===== src/oat_pkg.sv =====
// ----------------------------------------------------------------------------
// Outstanding allocation tracker package
// Shared types, codes and constants for the tracker's front, queue and back.
// ----------------------------------------------------------------------------
package oat_pkg;

  // Fixed field widths of the request and response items
  localparam int unsigned ADDR_FIELD_W = 48;
  localparam int unsigned SIZE_W       = 32;
  localparam int unsigned TOTAL_W      = 40;
  localparam int unsigned COUNT_OUT_W  = 7;

  // Defaults for the top-level parameters
  localparam int unsigned TABLE_DEPTH_DEF   = 64;
  localparam int unsigned ADDRESS_WIDTH_DEF = 48;

  // Request queue between front and back
  localparam int unsigned QUEUE_DEPTH = 2;
  localparam int unsigned QPTR_W      = (QUEUE_DEPTH > 1) ? $clog2(QUEUE_DEPTH) : 1;
  localparam int unsigned QCNT_W      = $clog2(QUEUE_DEPTH + 1);

  // Function codes on the request side
  localparam logic [1:0] FUNC_ALLOC = 2'd0;
  localparam logic [1:0] FUNC_FREE  = 2'd1;
  localparam logic [1:0] FUNC_CLEAR = 2'd2;

  // Register index on the configuration port (paddr bit 2)
  localparam logic REG_TRACK_EN = 1'b0;

  typedef enum logic [1:0] {
    STAT_DONE      = 2'd0,
    STAT_IGNORED   = 2'd1,
    STAT_NOT_FOUND = 2'd2,
    STAT_FULL      = 2'd3
  } stat_e;

  typedef enum logic [1:0] {
    OP_ALLOC,
    OP_FREE,
    OP_CLEAR,
    OP_IGNORE
  } op_e;

  typedef enum logic [1:0] {
    ST_IDLE,
    ST_SCAN,
    ST_LAST,
    ST_RESP
  } state_e;

  // Classified request as it travels through the queue
  typedef struct packed {
    op_e                     op;
    logic [ADDR_FIELD_W-1:0] addr;
    logic [SIZE_W-1:0]       size;
  } req_t;

  // Configuration write toward the back
  typedef struct packed {
    logic valid;
    logic enable;
  } cfg_wr_t;

  // Number of address bits that are kept and compared
  function automatic int unsigned addr_keep_w(int unsigned aw);
    return (aw < ADDR_FIELD_W) ? aw : ADDR_FIELD_W;
  endfunction

endpackage


===== src/oat_front.sv =====
// ----------------------------------------------------------------------------
// Tracker front
// Accepts requests, masks the address and classifies each into an operation.
// ----------------------------------------------------------------------------
module oat_front #(
  parameter int unsigned ADDRESS_WIDTH = oat_pkg::ADDRESS_WIDTH_DEF
) (
  input  logic          s_axis_tvalid_i,
  output logic          s_axis_tready_o,
  input  logic [79:0]   s_axis_tdata_i,  // block_address[47:0], block_size[79:48]
  input  logic [1:0]    s_axis_tuser_i,  // func[1:0]
  input  logic          q_full_i,
  output logic          push_o,
  output oat_pkg::req_t req_o
);

  localparam int unsigned KeepW = oat_pkg::addr_keep_w(ADDRESS_WIDTH);
  localparam logic [oat_pkg::ADDR_FIELD_W-1:0] AddrMask =
    (KeepW >= oat_pkg::ADDR_FIELD_W) ? {oat_pkg::ADDR_FIELD_W{1'b1}}
                                     : ((oat_pkg::ADDR_FIELD_W'(1) << KeepW) - 1'b1);

  logic [oat_pkg::ADDR_FIELD_W-1:0] addr;
  logic                             null_addr;

  assign addr      = s_axis_tdata_i[oat_pkg::ADDR_FIELD_W-1:0] & AddrMask;
  assign null_addr = (addr == '0);

  assign s_axis_tready_o = ~q_full_i;
  assign push_o          = s_axis_tvalid_i & ~q_full_i;

  always_comb begin
    req_o.addr = addr;
    req_o.size = s_axis_tdata_i[79:48];
    case (s_axis_tuser_i)
      oat_pkg::FUNC_ALLOC: req_o.op = null_addr ? oat_pkg::OP_IGNORE : oat_pkg::OP_ALLOC;
      oat_pkg::FUNC_FREE:  req_o.op = null_addr ? oat_pkg::OP_IGNORE : oat_pkg::OP_FREE;
      oat_pkg::FUNC_CLEAR: req_o.op = oat_pkg::OP_CLEAR;
      default:             req_o.op = oat_pkg::OP_IGNORE;
    endcase
  end

endmodule


===== config.mk =====
export PLATFORM = sky130hd
export DESIGN_NAME = oat_front
export DESIGN_NICKNAME = d
export VERILOG_FILES = /design/src/oat_pkg.sv /design/src/oat_front.sv
export SDC_FILE = /design/constraint.sdc
export NUM_CORES = 1
export LEC_CHECK = 0
export BUFFER_PORTS_ARGS = -buffer_cell sky130_fd_sc_hd__buf_2
export CORE_ASPECT_RATIO = 0.6
export CORE_MARGIN = 2
export CORE_UTILIZATION = 22
export DETAILED_ROUTE_END_ITERATION = 16
export GPL_ROUTABILITY_DRIVEN = 0
export PLACE_DENSITY = 0.88
export SYNTH_ARGS = -nofsm -noshare
export SYNTH_HDL_FRONTEND = slang
export SYNTH_SLANG_ARGS = --single-unit

===== constraint.sdc =====
create_clock -name vclk -period 1.1
set_input_delay 0.22 -clock vclk [all_inputs]
set_output_delay 0.22 -clock vclk [all_outputs]
set_load 0.02 [all_outputs]

# After elaboration in Yosys (flattened, before gate mapping)
# Index checks and enable logic that the tools add are counted.
classes:
  div: 0
  n_bitwise: 2
  shift: 0
  add_sub_neg: 0
  mux: 3
  order_cmp: 0
  eq_ne: 2
  reduce_logical: 2
  mul: 0
ops:
  columns: ["op", "count"]
  rows:
  - ["48-bit zero test", 1]
  - ["2-bit case mux with 3 select lines", 1]
  - ["2-bit two-way mux", 2]
  - ["2-bit by 1-bit equality test with 1-bit output, second input constant", 1]
  - ["2-bit equality test, second input constant", 1]
  - ["2-bit zero test", 1]
  - ["1-bit bitwise AND", 1]
  - ["1-bit NOT", 1]
word_totals:
  n_memories: 0
  out_inout_bits: 84
  ff_bits: 0
  latchBits: 0
  mem_bits_ro: 0
  ram_bits: 0

# Depth between registers and ports, before layout
logic_depth:
  depth_word: 3
  mapped_depth: 3
  depth_no_buf: 3

# Worst setup path after synthesis
# OpenSTA, ideal clock, no wires.
synth_path:
  kind: "input to output"
  startpoint: "in s_axis_tdata_i[34]"
  endpoint: "out req_o[81] (netlist name)"
  path_stages: 3
  setup_slack_ns: -0.351
  arrival_ns: 1.231
  path_buffers: 0
  path_cell_list: "nor4_1 -> nand4_1 -> o31ai_1"
synth_rtl:
  columns: ["element", "line", "source"]
  rows:
  - ["start, declared", "oat_front.sv:10", "input logic [79:0] s_axis_tdata_i,"]
  - ["end, declared", "oat_front.sv:14", "output oat_pkg::req_t req_o"]

==> reports/qor.yml <==
fp.dieW_um: 79.0
p_per_area_nw_per_um2: 459
worstMarginPinSlew_ps: 227
synth_area_um2: 742
grt.total_usage_pct: 9.63
synth_nets: 185
wl_per_cell_um: 12.1
maxCapViolCount: 0
crit_path_cell_trace: "buf_2 > nor4_2 > nand4_1 > buf_4 > o41ai_4 > buf_4"
fin_crit_sh_pct: 143
placed_area_um2: 779
syn2layout_area_growth_pct: 25.8
synth.yosys.seq_area_share_pct: 0
io_pins: 168
hp-start: "s_axis_tdata_i[74]"
min_path_type: "input pin to primary output"
drcViolationCount: 0
ir_drop_v: 0.000129
finalHoldViolCount: 0
grt_pass1_wl_mm: 2.99
antenna-diode-count: 0
busiest_layer: "met2"
status: "finished, violations left"
grtUsageMet3_pct: 6.11
max_freq_ghz: 0.637
synth_compound_area_share_pct: 3.20
grt_setup_unrepaired: "true"
initial_core_util_pct: 22.9
synth_top_family_by_area: "buffers and inverters"
min_path_cells: 0
dp.cells: 170
antenna_found_initial: 0
violations: "negative setup slack"
grt_use_met1_pct: 8.56
regArea_um2: 0
design_area_um2: 933
ys_types: 8
fin_crit_ps: 1570
port_buffers: 104
grt_util_met2_pct: 18.8
hold_slack_ps: 440
nets: 212
syn_inst: 101
path_class: "input pin to primary output"
crit_top_cell: "buf_4"
power.leakage_nw: 0.496
slowest_delay_ps: 280
grt_max_degree: 3
worst_path_max_delay_cell: "nor4_2"
mostFrequentLayoutCell: "buf_2"
gr-total-overflow: 0
start_kind: "input pin"
avgSynthCellArea_um2: 7.35
end_kind: "primary output"
final_cells: 171
core_region_area_um2: 3240
place_hpwl_mm: 1.83
min_to: "req_o[26]"
drt_first_iter_violations: 5
setup_viol: 2
layout_common_cells: "buf_2 (95), nor4_4 (8), buf_6 (6)"
drt_pass1_iterations: 2
n_clock_buffer: 0
ys_warn_count: 0
muxShareOfSynthArea_pct: 0
pre_cts_ws_ps: -602
finalWorstSetupSlack_ps: -469
worstPathRequired_ps: 880
synth_xor_area_share_pct: 0
postRouteAntennaNets: 0
die-area_um2: 3870
final_layout_size_suffix_gt1_share_pct: 94.4
arrival_ps: 1350
num_rows: 16
seq_cells: 0
grt_pass1_vias: 645
num_vias: 688
fp.dieH_um: 49.0
worstPathMaxFanout: 2
routed_wl_mm: 2.06
slew_viol_final: 0
synthAdderAreaFrac_pct: 0
synthSimpleGateAreaFrac_pct: 14.3
relSlewSlack_pct: 84.7
power.total_uw: 429
vias_per_cell: 4.02
-- Yosys cell counts, drive strengths merged --
library cell,n,area [µm²]
o41ai,1,16.3
inv,3,11.3
nor2b,1,6.26
buf,80,601
nand4,3,18.8
nor4,12,81.3
o31ai,1,7.51
-- stage by stage --
| stage | setup TNS (ps) | util, % |
|---|---|---|
| after floorplan | -523 | - |
| after global placement | -1130 | 24.0 |
| after detailed placement | -1120 | 24.0 |
| after CTS | -886 | 28.3 |
| after global routing | -1000 | 28.8 |
| final | -853 | 28.8 |
-- cell type report --
class,count,area [µm²]
Tap cell,45,56.3
Fill cell,354,2310
Inverter,3,11.3
Multi-Input combinational cell,18,285
Timing Repair Buffer,105,581
-- repair_timing --
item / in CTS / in global routing
gates cloned: 0 / 0
hold endpoints to repair: 0 / 0
hold buffers: 0 / 0
gates resized for setup: 25 / 3
setup endpoints to repair: 2 / 2
setup buffers: 1 / 0
pin swaps: 12 / 1
-- power by group --
group | total (mW) | internal (mW) | switching (mW)
clock | 0 | 0 | 0
sequential | 0 | 0 | 0
combinational | 0.429 | 0.175 | 0.254
total | 0.429 | 0.175 | 0.254
-- kinds of logic (layout without fill, tap and decap cells) --
family,after synthesis,count (layout)
buffers and inverters,83,108
AO/OA/AOI/OAI,2,2
AND/OR/NAND/NOR,16,16
-- worst max-delay path, delay by kind of cell --
| family | cells | cell delay, ps |
|---|---|---|
| buffers and inverters | 3 | 460 |
| AND/OR/NAND/NOR | 2 | 400 |
| AO/OA/AOI/OAI | 1 | 270 |
-- per-layer routing --
metal / vias to the layer above / routed length, µm
li1: 307 / -
met1: 294 / 629
met2: 81 / 1030
met3: 6 / 380
met4: 0 / 20
met5: - / 0
-- worst max-delay path by stage --
stage / start / slack [ps] / endpoint
floorplan: s_axis_tdata_i[26] / -270 / req_o[80]
global placement: s_axis_tdata_i[38] / -600 / req_o[80]
detailed placement: s_axis_tdata_i[37] / -600 / req_o[80]
CTS: s_axis_tdata_i[44] / -490 / req_o[80]
global route: s_axis_tdata_i[42] / -550 / req_o[80]
finish: s_axis_tdata_i[6] / -470 / req_o[80]
(Power assumes the default switching activity.)
