[config.mk]
export PLATFORM = sky130hd
export DESIGN_NAME = oat_queue
export DESIGN_NICKNAME = d
export VERILOG_FILES = /design/src/oat_pkg.sv /design/src/oat_queue.sv
export SDC_FILE = /design/constraint.sdc
export NUM_CORES = 1
export LEC_CHECK = 0
export ABC_AREA = 1
export BUFFER_PORTS_ARGS = -buffer_cell sky130_fd_sc_hd__buf_2
export CORE_ASPECT_RATIO = 1.25
export CORE_MARGIN = 2
export CORE_UTILIZATION = 40
export DETAILED_ROUTE_END_ITERATION = 10
export SYNTH_ARGS = -nofsm -noshare
export SYNTH_HDL_FRONTEND = slang
export SYNTH_SLANG_ARGS = --single-unit
[constraint.sdc]
create_clock -name clk_i -period 6.2 [get_ports clk_i]
set_input_delay 0.93 -clock clk_i [delete_from_list [all_inputs] [get_ports clk_i]]
set_output_delay 0.93 -clock clk_i [all_outputs]
set_load 0.05 [all_outputs]
[src/oat_pkg.sv]
// ----------------------------------------------------------------------------
// Outstanding allocation tracker package
// Shared types, codes and constants for the tracker's front, queue and back.
// ----------------------------------------------------------------------------
package oat_pkg;

  // Fixed field widths of the request and response items
  localparam int unsigned ADDR_FIELD_W = 48;
  localparam int unsigned SIZE_W       = 32;
  localparam int unsigned TOTAL_W      = 40;
  localparam int unsigned COUNT_OUT_W  = 7;

  // Defaults for the top-level parameters
  localparam int unsigned TABLE_DEPTH_DEF   = 64;
  localparam int unsigned ADDRESS_WIDTH_DEF = 48;

  // Request queue between front and back
  localparam int unsigned QUEUE_DEPTH = 2;
  localparam int unsigned QPTR_W      = (QUEUE_DEPTH > 1) ? $clog2(QUEUE_DEPTH) : 1;
  localparam int unsigned QCNT_W      = $clog2(QUEUE_DEPTH + 1);

  // Function codes on the request side
  localparam logic [1:0] FUNC_ALLOC = 2'd0;
  localparam logic [1:0] FUNC_FREE  = 2'd1;
  localparam logic [1:0] FUNC_CLEAR = 2'd2;

  // Register index on the configuration port (paddr bit 2)
  localparam logic REG_TRACK_EN = 1'b0;

  typedef enum logic [1:0] {
    STAT_DONE      = 2'd0,
    STAT_IGNORED   = 2'd1,
    STAT_NOT_FOUND = 2'd2,
    STAT_FULL      = 2'd3
  } stat_e;

  typedef enum logic [1:0] {
    OP_ALLOC,
    OP_FREE,
    OP_CLEAR,
    OP_IGNORE
  } op_e;

  typedef enum logic [1:0] {
    ST_IDLE,
    ST_SCAN,
    ST_LAST,
    ST_RESP
  } state_e;

  // Classified request as it travels through the queue
  typedef struct packed {
    op_e                     op;
    logic [ADDR_FIELD_W-1:0] addr;
    logic [SIZE_W-1:0]       size;
  } req_t;

  // Configuration write toward the back
  typedef struct packed {
    logic valid;
    logic enable;
  } cfg_wr_t;

  // Number of address bits that are kept and compared
  function automatic int unsigned addr_keep_w(int unsigned aw);
    return (aw < ADDR_FIELD_W) ? aw : ADDR_FIELD_W;
  endfunction

endpackage

[src/oat_queue.sv]
// ----------------------------------------------------------------------------
// Tracker request queue
// Short FIFO that decouples the front from the back.
// ----------------------------------------------------------------------------
module oat_queue (
  input  logic          clk_i,
  input  logic          rst_ni,
  input  logic          push_i,
  input  oat_pkg::req_t req_i,
  output logic          full_o,
  input  logic          pop_i,
  output logic          valid_o,
  output oat_pkg::req_t req_o
);

  oat_pkg::req_t                entries_q [oat_pkg::QUEUE_DEPTH];
  logic [oat_pkg::QPTR_W-1:0]   wr_ptr_q, wr_ptr_d;
  logic [oat_pkg::QPTR_W-1:0]   rd_ptr_q, rd_ptr_d;
  logic [oat_pkg::QCNT_W-1:0]   cnt_q, cnt_d;
  logic                         do_push, do_pop;

  localparam logic [oat_pkg::QPTR_W-1:0] LastPtr = oat_pkg::QPTR_W'(oat_pkg::QUEUE_DEPTH - 1);

  assign full_o  = (cnt_q == oat_pkg::QCNT_W'(oat_pkg::QUEUE_DEPTH));
  assign valid_o = (cnt_q != '0);
  assign req_o   = entries_q[rd_ptr_q];
  assign do_push = push_i & ~full_o;
  assign do_pop  = pop_i & valid_o;

  always_comb begin
    wr_ptr_d = wr_ptr_q;
    rd_ptr_d = rd_ptr_q;
    cnt_d    = cnt_q;
    if (do_push) begin
      wr_ptr_d = (wr_ptr_q == LastPtr) ? '0 : wr_ptr_q + 1'b1;
    end
    if (do_pop) begin
      rd_ptr_d = (rd_ptr_q == LastPtr) ? '0 : rd_ptr_q + 1'b1;
    end
    if (do_push && !do_pop) begin
      cnt_d = cnt_q + 1'b1;
    end else if (!do_push && do_pop) begin
      cnt_d = cnt_q - 1'b1;
    end
  end

  always_ff @(posedge clk_i or negedge rst_ni) begin
    if (!rst_ni) begin
      wr_ptr_q <= '0;
      rd_ptr_q <= '0;
      cnt_q    <= '0;
    end else begin
      wr_ptr_q <= wr_ptr_d;
      rd_ptr_q <= rd_ptr_d;
      cnt_q    <= cnt_d;
    end
  end

  always_ff @(posedge clk_i) begin
    if (do_push) begin
      entries_q[wr_ptr_q] <= req_i;
    end
  end

endmodule

Word level (Yosys, flattened, before mapping)

Memory sizes are Yosys's and may differ from the RTL's.
Index checks and enable logic that the tools add are counted.

Bits in registers: 4
RAM bits: 164
Bits of input ports: 86
Output and inout bits: 84
Word-level logic and storage cells: 24
Memories: 1

Add/sub/neg operators: 4
Equal/unequal tests: 1
Muxes and demuxes: 6
Bitwise logic cells: 3
Reductions and logical operators: 6

Memories:

| name      | depth | width | rd ports | clocked after memory_dff | write ports | line            | RTL |
|---|---|---|---|---|---|---|---|
| entries_q | 2     | 82    | 1        | 0                        | 1           | oat_queue.sv:16 | `oat_pkg::req_t entries_q [oat_pkg::QUEUE_DEPTH];` |

Operator list:

| kind                                                                | count |
|---|---|
| 1-bit two-way mux                                                   | 4 |
| 2-bit two-way mux                                                   | 2 |
| 2-bit nonzero test                                                  | 2 |
| 1-bit adder (second input constant)                                 | 2 |
| 2-bit by 1-bit adder with 2-bit output (second input constant)      | 1 |
| 1-bit bitwise AND                                                   | 2 |
| 2-bit equality test (second input constant)                         | 1 |
| 1-bit logical AND                                                   | 2 |
| 1-bit logical NOT                                                   | 2 |
| 2-bit by 1-bit subtractor with 2-bit output (second input constant) | 1 |
| 1-bit NOT                                                           | 1 |

Logic depth before layout (Yosys ltp)

Depth in word-level cells: 7
Mapped depth: 9
Gate-level depth less buffers: 9

Worst setup path after synthesis

OpenSTA, ideal clock, no wires.

Path kind: input port to flip-flop
Start point: input port push_i
End point: memory entries_q[1][0] (netlist bit), enable pin
Setup time: 0.523 ns
Arrival time: 4.453 ns
Slack: 1.224 ns
Stages: 2
Path buffers: 0
Cell sequence: o21ai_0 -> nor2_1

Word-level cells in the longest chain between the ends: 3

Ends and longest elaborated chain:

| element                                 | line            | RTL |
|---|---|---|
| start, declared                         | oat_queue.sv:8  | `input logic push_i,` |
| 1-bit bitwise AND                       | oat_queue.sv:27 | `assign do_push = push_i & ~full_o;` |
| 1-bit two-way mux                       | oat_queue.sv:60 | `if (do_push) begin` |
| 1-bit two-way mux (not written as such) | oat_queue.sv:61 | `entries_q[wr_ptr_q] <= req_i;` |
| end, declared                           | oat_queue.sv:16 |  |

No other way between the ends.

==> results.md <==
* Post-DP HPWL at 7.63 mm
* # Post-CTS Setup Buffers at 0
* DP Area at 7220 um^2
* # Max-Cap Violations at 0
* Status: finished, final reports clean
* Syn_area_per_cell at 13.6 um^2
* Drt first pass iters at 4
* Worst skew pair latency at 0.42 ns
* Layout cell share with drive strength beyond 1 at 32.0%
* CORE AREA at 15,400 um^2
* Max-slew violation count at 0
* Routed WL at 12.2 mm
* Synthesized instance count at 460
* Clock skew at 0.00600 ns
* DIE AREA at 16,700 um^2
* Clock sinks at 168
* Die Y at 144 um
* Total track usage at 15.2%
* Gpl congestion at 0.768
* Clock root cell: clkbuf_16
* Yosys warning count at 0
* RR Endpoint: entries_q[1][35]$_DFFE_PP_
* Fmax at 304 MHz
* Initial DRC count at 191
* Initial Utilization at 40.5%
* CTS Hold Bufs at 0
* Crit path max fanout at 48
* Area of the multi-input gates at 1030 um^2
* Rel. slew slack at 40.8%
* CTS resizes at 0
* DRC at 0
* Worst Path Arrival at 2.36 ns
* Startpoint types: register
* CTS clk-pin slew, worst paths at 0.06 ns
* Slew @ Worst Pin at 0.886 ns
* Yosys reg bits at 168
* Worst path required time at 5.27 ns
* Design area at 7830 um^2
* WL/cell at 14.2 um
* Nets at 721
* Setup violators final at 0
* Number of CTS-inserted buffers at 17
* Hold Vio Cnt, Final at 0
* First-pass GRT wire length at 18.9 mm
* Setup TNS at 0 ns
* I/O pins at 170
* Via Count at 3,847
* Crit share post-route at 53.0%
* Cell variety after synth at 14
* Post-route minimum period at 3.29 ns
* Reg2reg path depth at 4
* Post-route ant nets at 0
* Syn-to-layout area delta at 25.1%
* CP Capture Type: output port
* Seq/Total Area, Yosys at 80.3%
* Cell row count at 51
* Via/cell ratio at 4.47
* Largest net degree at the start of global routing at 84
* Crit Reg-Reg Startpoint: cnt_q[1]$_DFFE_PN0P_
* Initial antenna violation count at 2
* CTS tree: built
* Reg2reg setup slack at 3.66 ns
* Hold crit path type: in -> async
* Path type of the worst setup path: reg -> out
* H-tree depth at 4
* Syn_nets at 547
* Gr ovfl total at 0
* Synthesized cell area at 6260 um^2
* Fillcell total at 1,352
* Reg area at 5030 um^2
* WHS at 0.308 ns
* Unrepaired setup endpoints after global routing: no
* I/O Buffers at 169
* Worst-case clock buffer depth at 2
* Vias in the first global route at 3,890
* Die width at 116 um
[worst max-delay path: stages, from the launching register on]
cell	delay [ns]
dfrtp_2	0.40
inv_2	0.47
buf_4	0.56
nand2_1	0.11
nand2_1	0.10
buf_2	0.27
[per-stage QoR]
| stage | instances | worst slack [ns] | util, % |
|---|---|---|---|
| 6_report | 860 | 2.91 | 50.7 |
| 5_1_grt | 860 | 2.69 | 50.7 |
| 4_1_cts | 859 | 2.82 | 50.7 |
| 3_5_place_dp | 827 | 3.01 | 46.8 |
| 3_3_place_gp | 827 | 3.09 | 46.8 |
| 2_1_floorplan | 460 | 1.22 | - |
[layout make-up]
| class | count | area share (%) |
|---|---|---|
| clock inverters | 15 | 2.22 |
| clock buffers | 17 | 5.44 |
| flip-flops and latches | 168 | 64.2 |
| inverters | 8 | 0.400 |
| repair buffers | 173 | 11.2 |
| multi-input cells | 266 | 13.1 |
| well taps | 212 | 3.39 |
| diodes | 1 | 0.0320 |
[synth_stat cells]
cell	instances	area share, %
nand2_1	257	15
edfxtp_1	164	79
buf_6	14	2.5
inv_1	7	0.42
dfrtp_1	4	1.6
nor2_1	3	0.18
buf_2	2	0.16
buf_4	2	0.24
nand3_1	2	0.16
ha_1	1	0.20
inv_2	1	0.060
nand4_1	1	0.10
o21ai_0	1	0.080
xnor2_1	1	0.14
[worst max-delay path by stage]
| stage | startpoint | end | slack, ns |
|---|---|---|---|
| 6_report | rd_ptr_q$_DFFE_PN0P_ | req_o[50] | 2.91 |
| 5_1_grt | rd_ptr_q$_DFFE_PN0P_ | req_o[81] | 2.69 |
| 4_1_cts | rd_ptr_q$_DFFE_PN0P_ | req_o[50] | 2.82 |
| 3_5_place_dp | push_i | entries_q[1][36]$_DFFE_PP_ | 3.01 |
| 3_3_place_gp | push_i | entries_q[1][60]$_DFFE_PP_ | 3.09 |
| 2_1_floorplan | push_i | entries_q[1][0]$_DFFE_PP_ | 1.22 |
[registers in the layout, summed over array words and instances, names as in the netlist]
name and cells:
cnt_q 2, wr_ptr_q 1, entries_q 164, rd_ptr_q 1
[placed cells by master (no fill, tap or decap), drive strengths merged]
| master | count |
|---|---|
| bufinv | 3 |
| ha | 1 |
| diode | 1 |
| clkinv | 7 |
| nor2 | 3 |
| buf | 173 |
| edfxtp | 164 |
| nand2 | 257 |
| nand4 | 1 |
| o21ai | 1 |
| inv | 10 |
| xnor2 | 1 |
| nand3 | 2 |
| clkinvlp | 3 |
| clkbuf | 17 |
| dfrtp | 4 |
[layer usage]
| metal | wire length (um) | global-route usage (%) | vias to the layer above |
|---|---|---|---|
| li1 | - | - | 1898 |
| met1 | 4550 | 15.4 | 1826 |
| met2 | 6640 | 27.6 | 104 |
| met3 | 774 | 6.03 | 19 |
| met4 | 250 | 6.33 | 0 |
| met5 | 0 | 0 | - |
[kinds of logic (layout without fill, tap and decap cells)]
logic type,Yosys count,count (layout),synth area share (%)
simple gates,263,263,15.9
flops,168,168,80.3
buf+inv,26,213,3.40
fa+ha+maj,1,1,0.200
compound gates,1,1,0.0799
xor+xnor,1,1,0.140
other cells,0,1,0
Power is left out: the tool's default activity adds up to more than one toggle a clock period on the data nets, which glitch-free logic cannot reach.
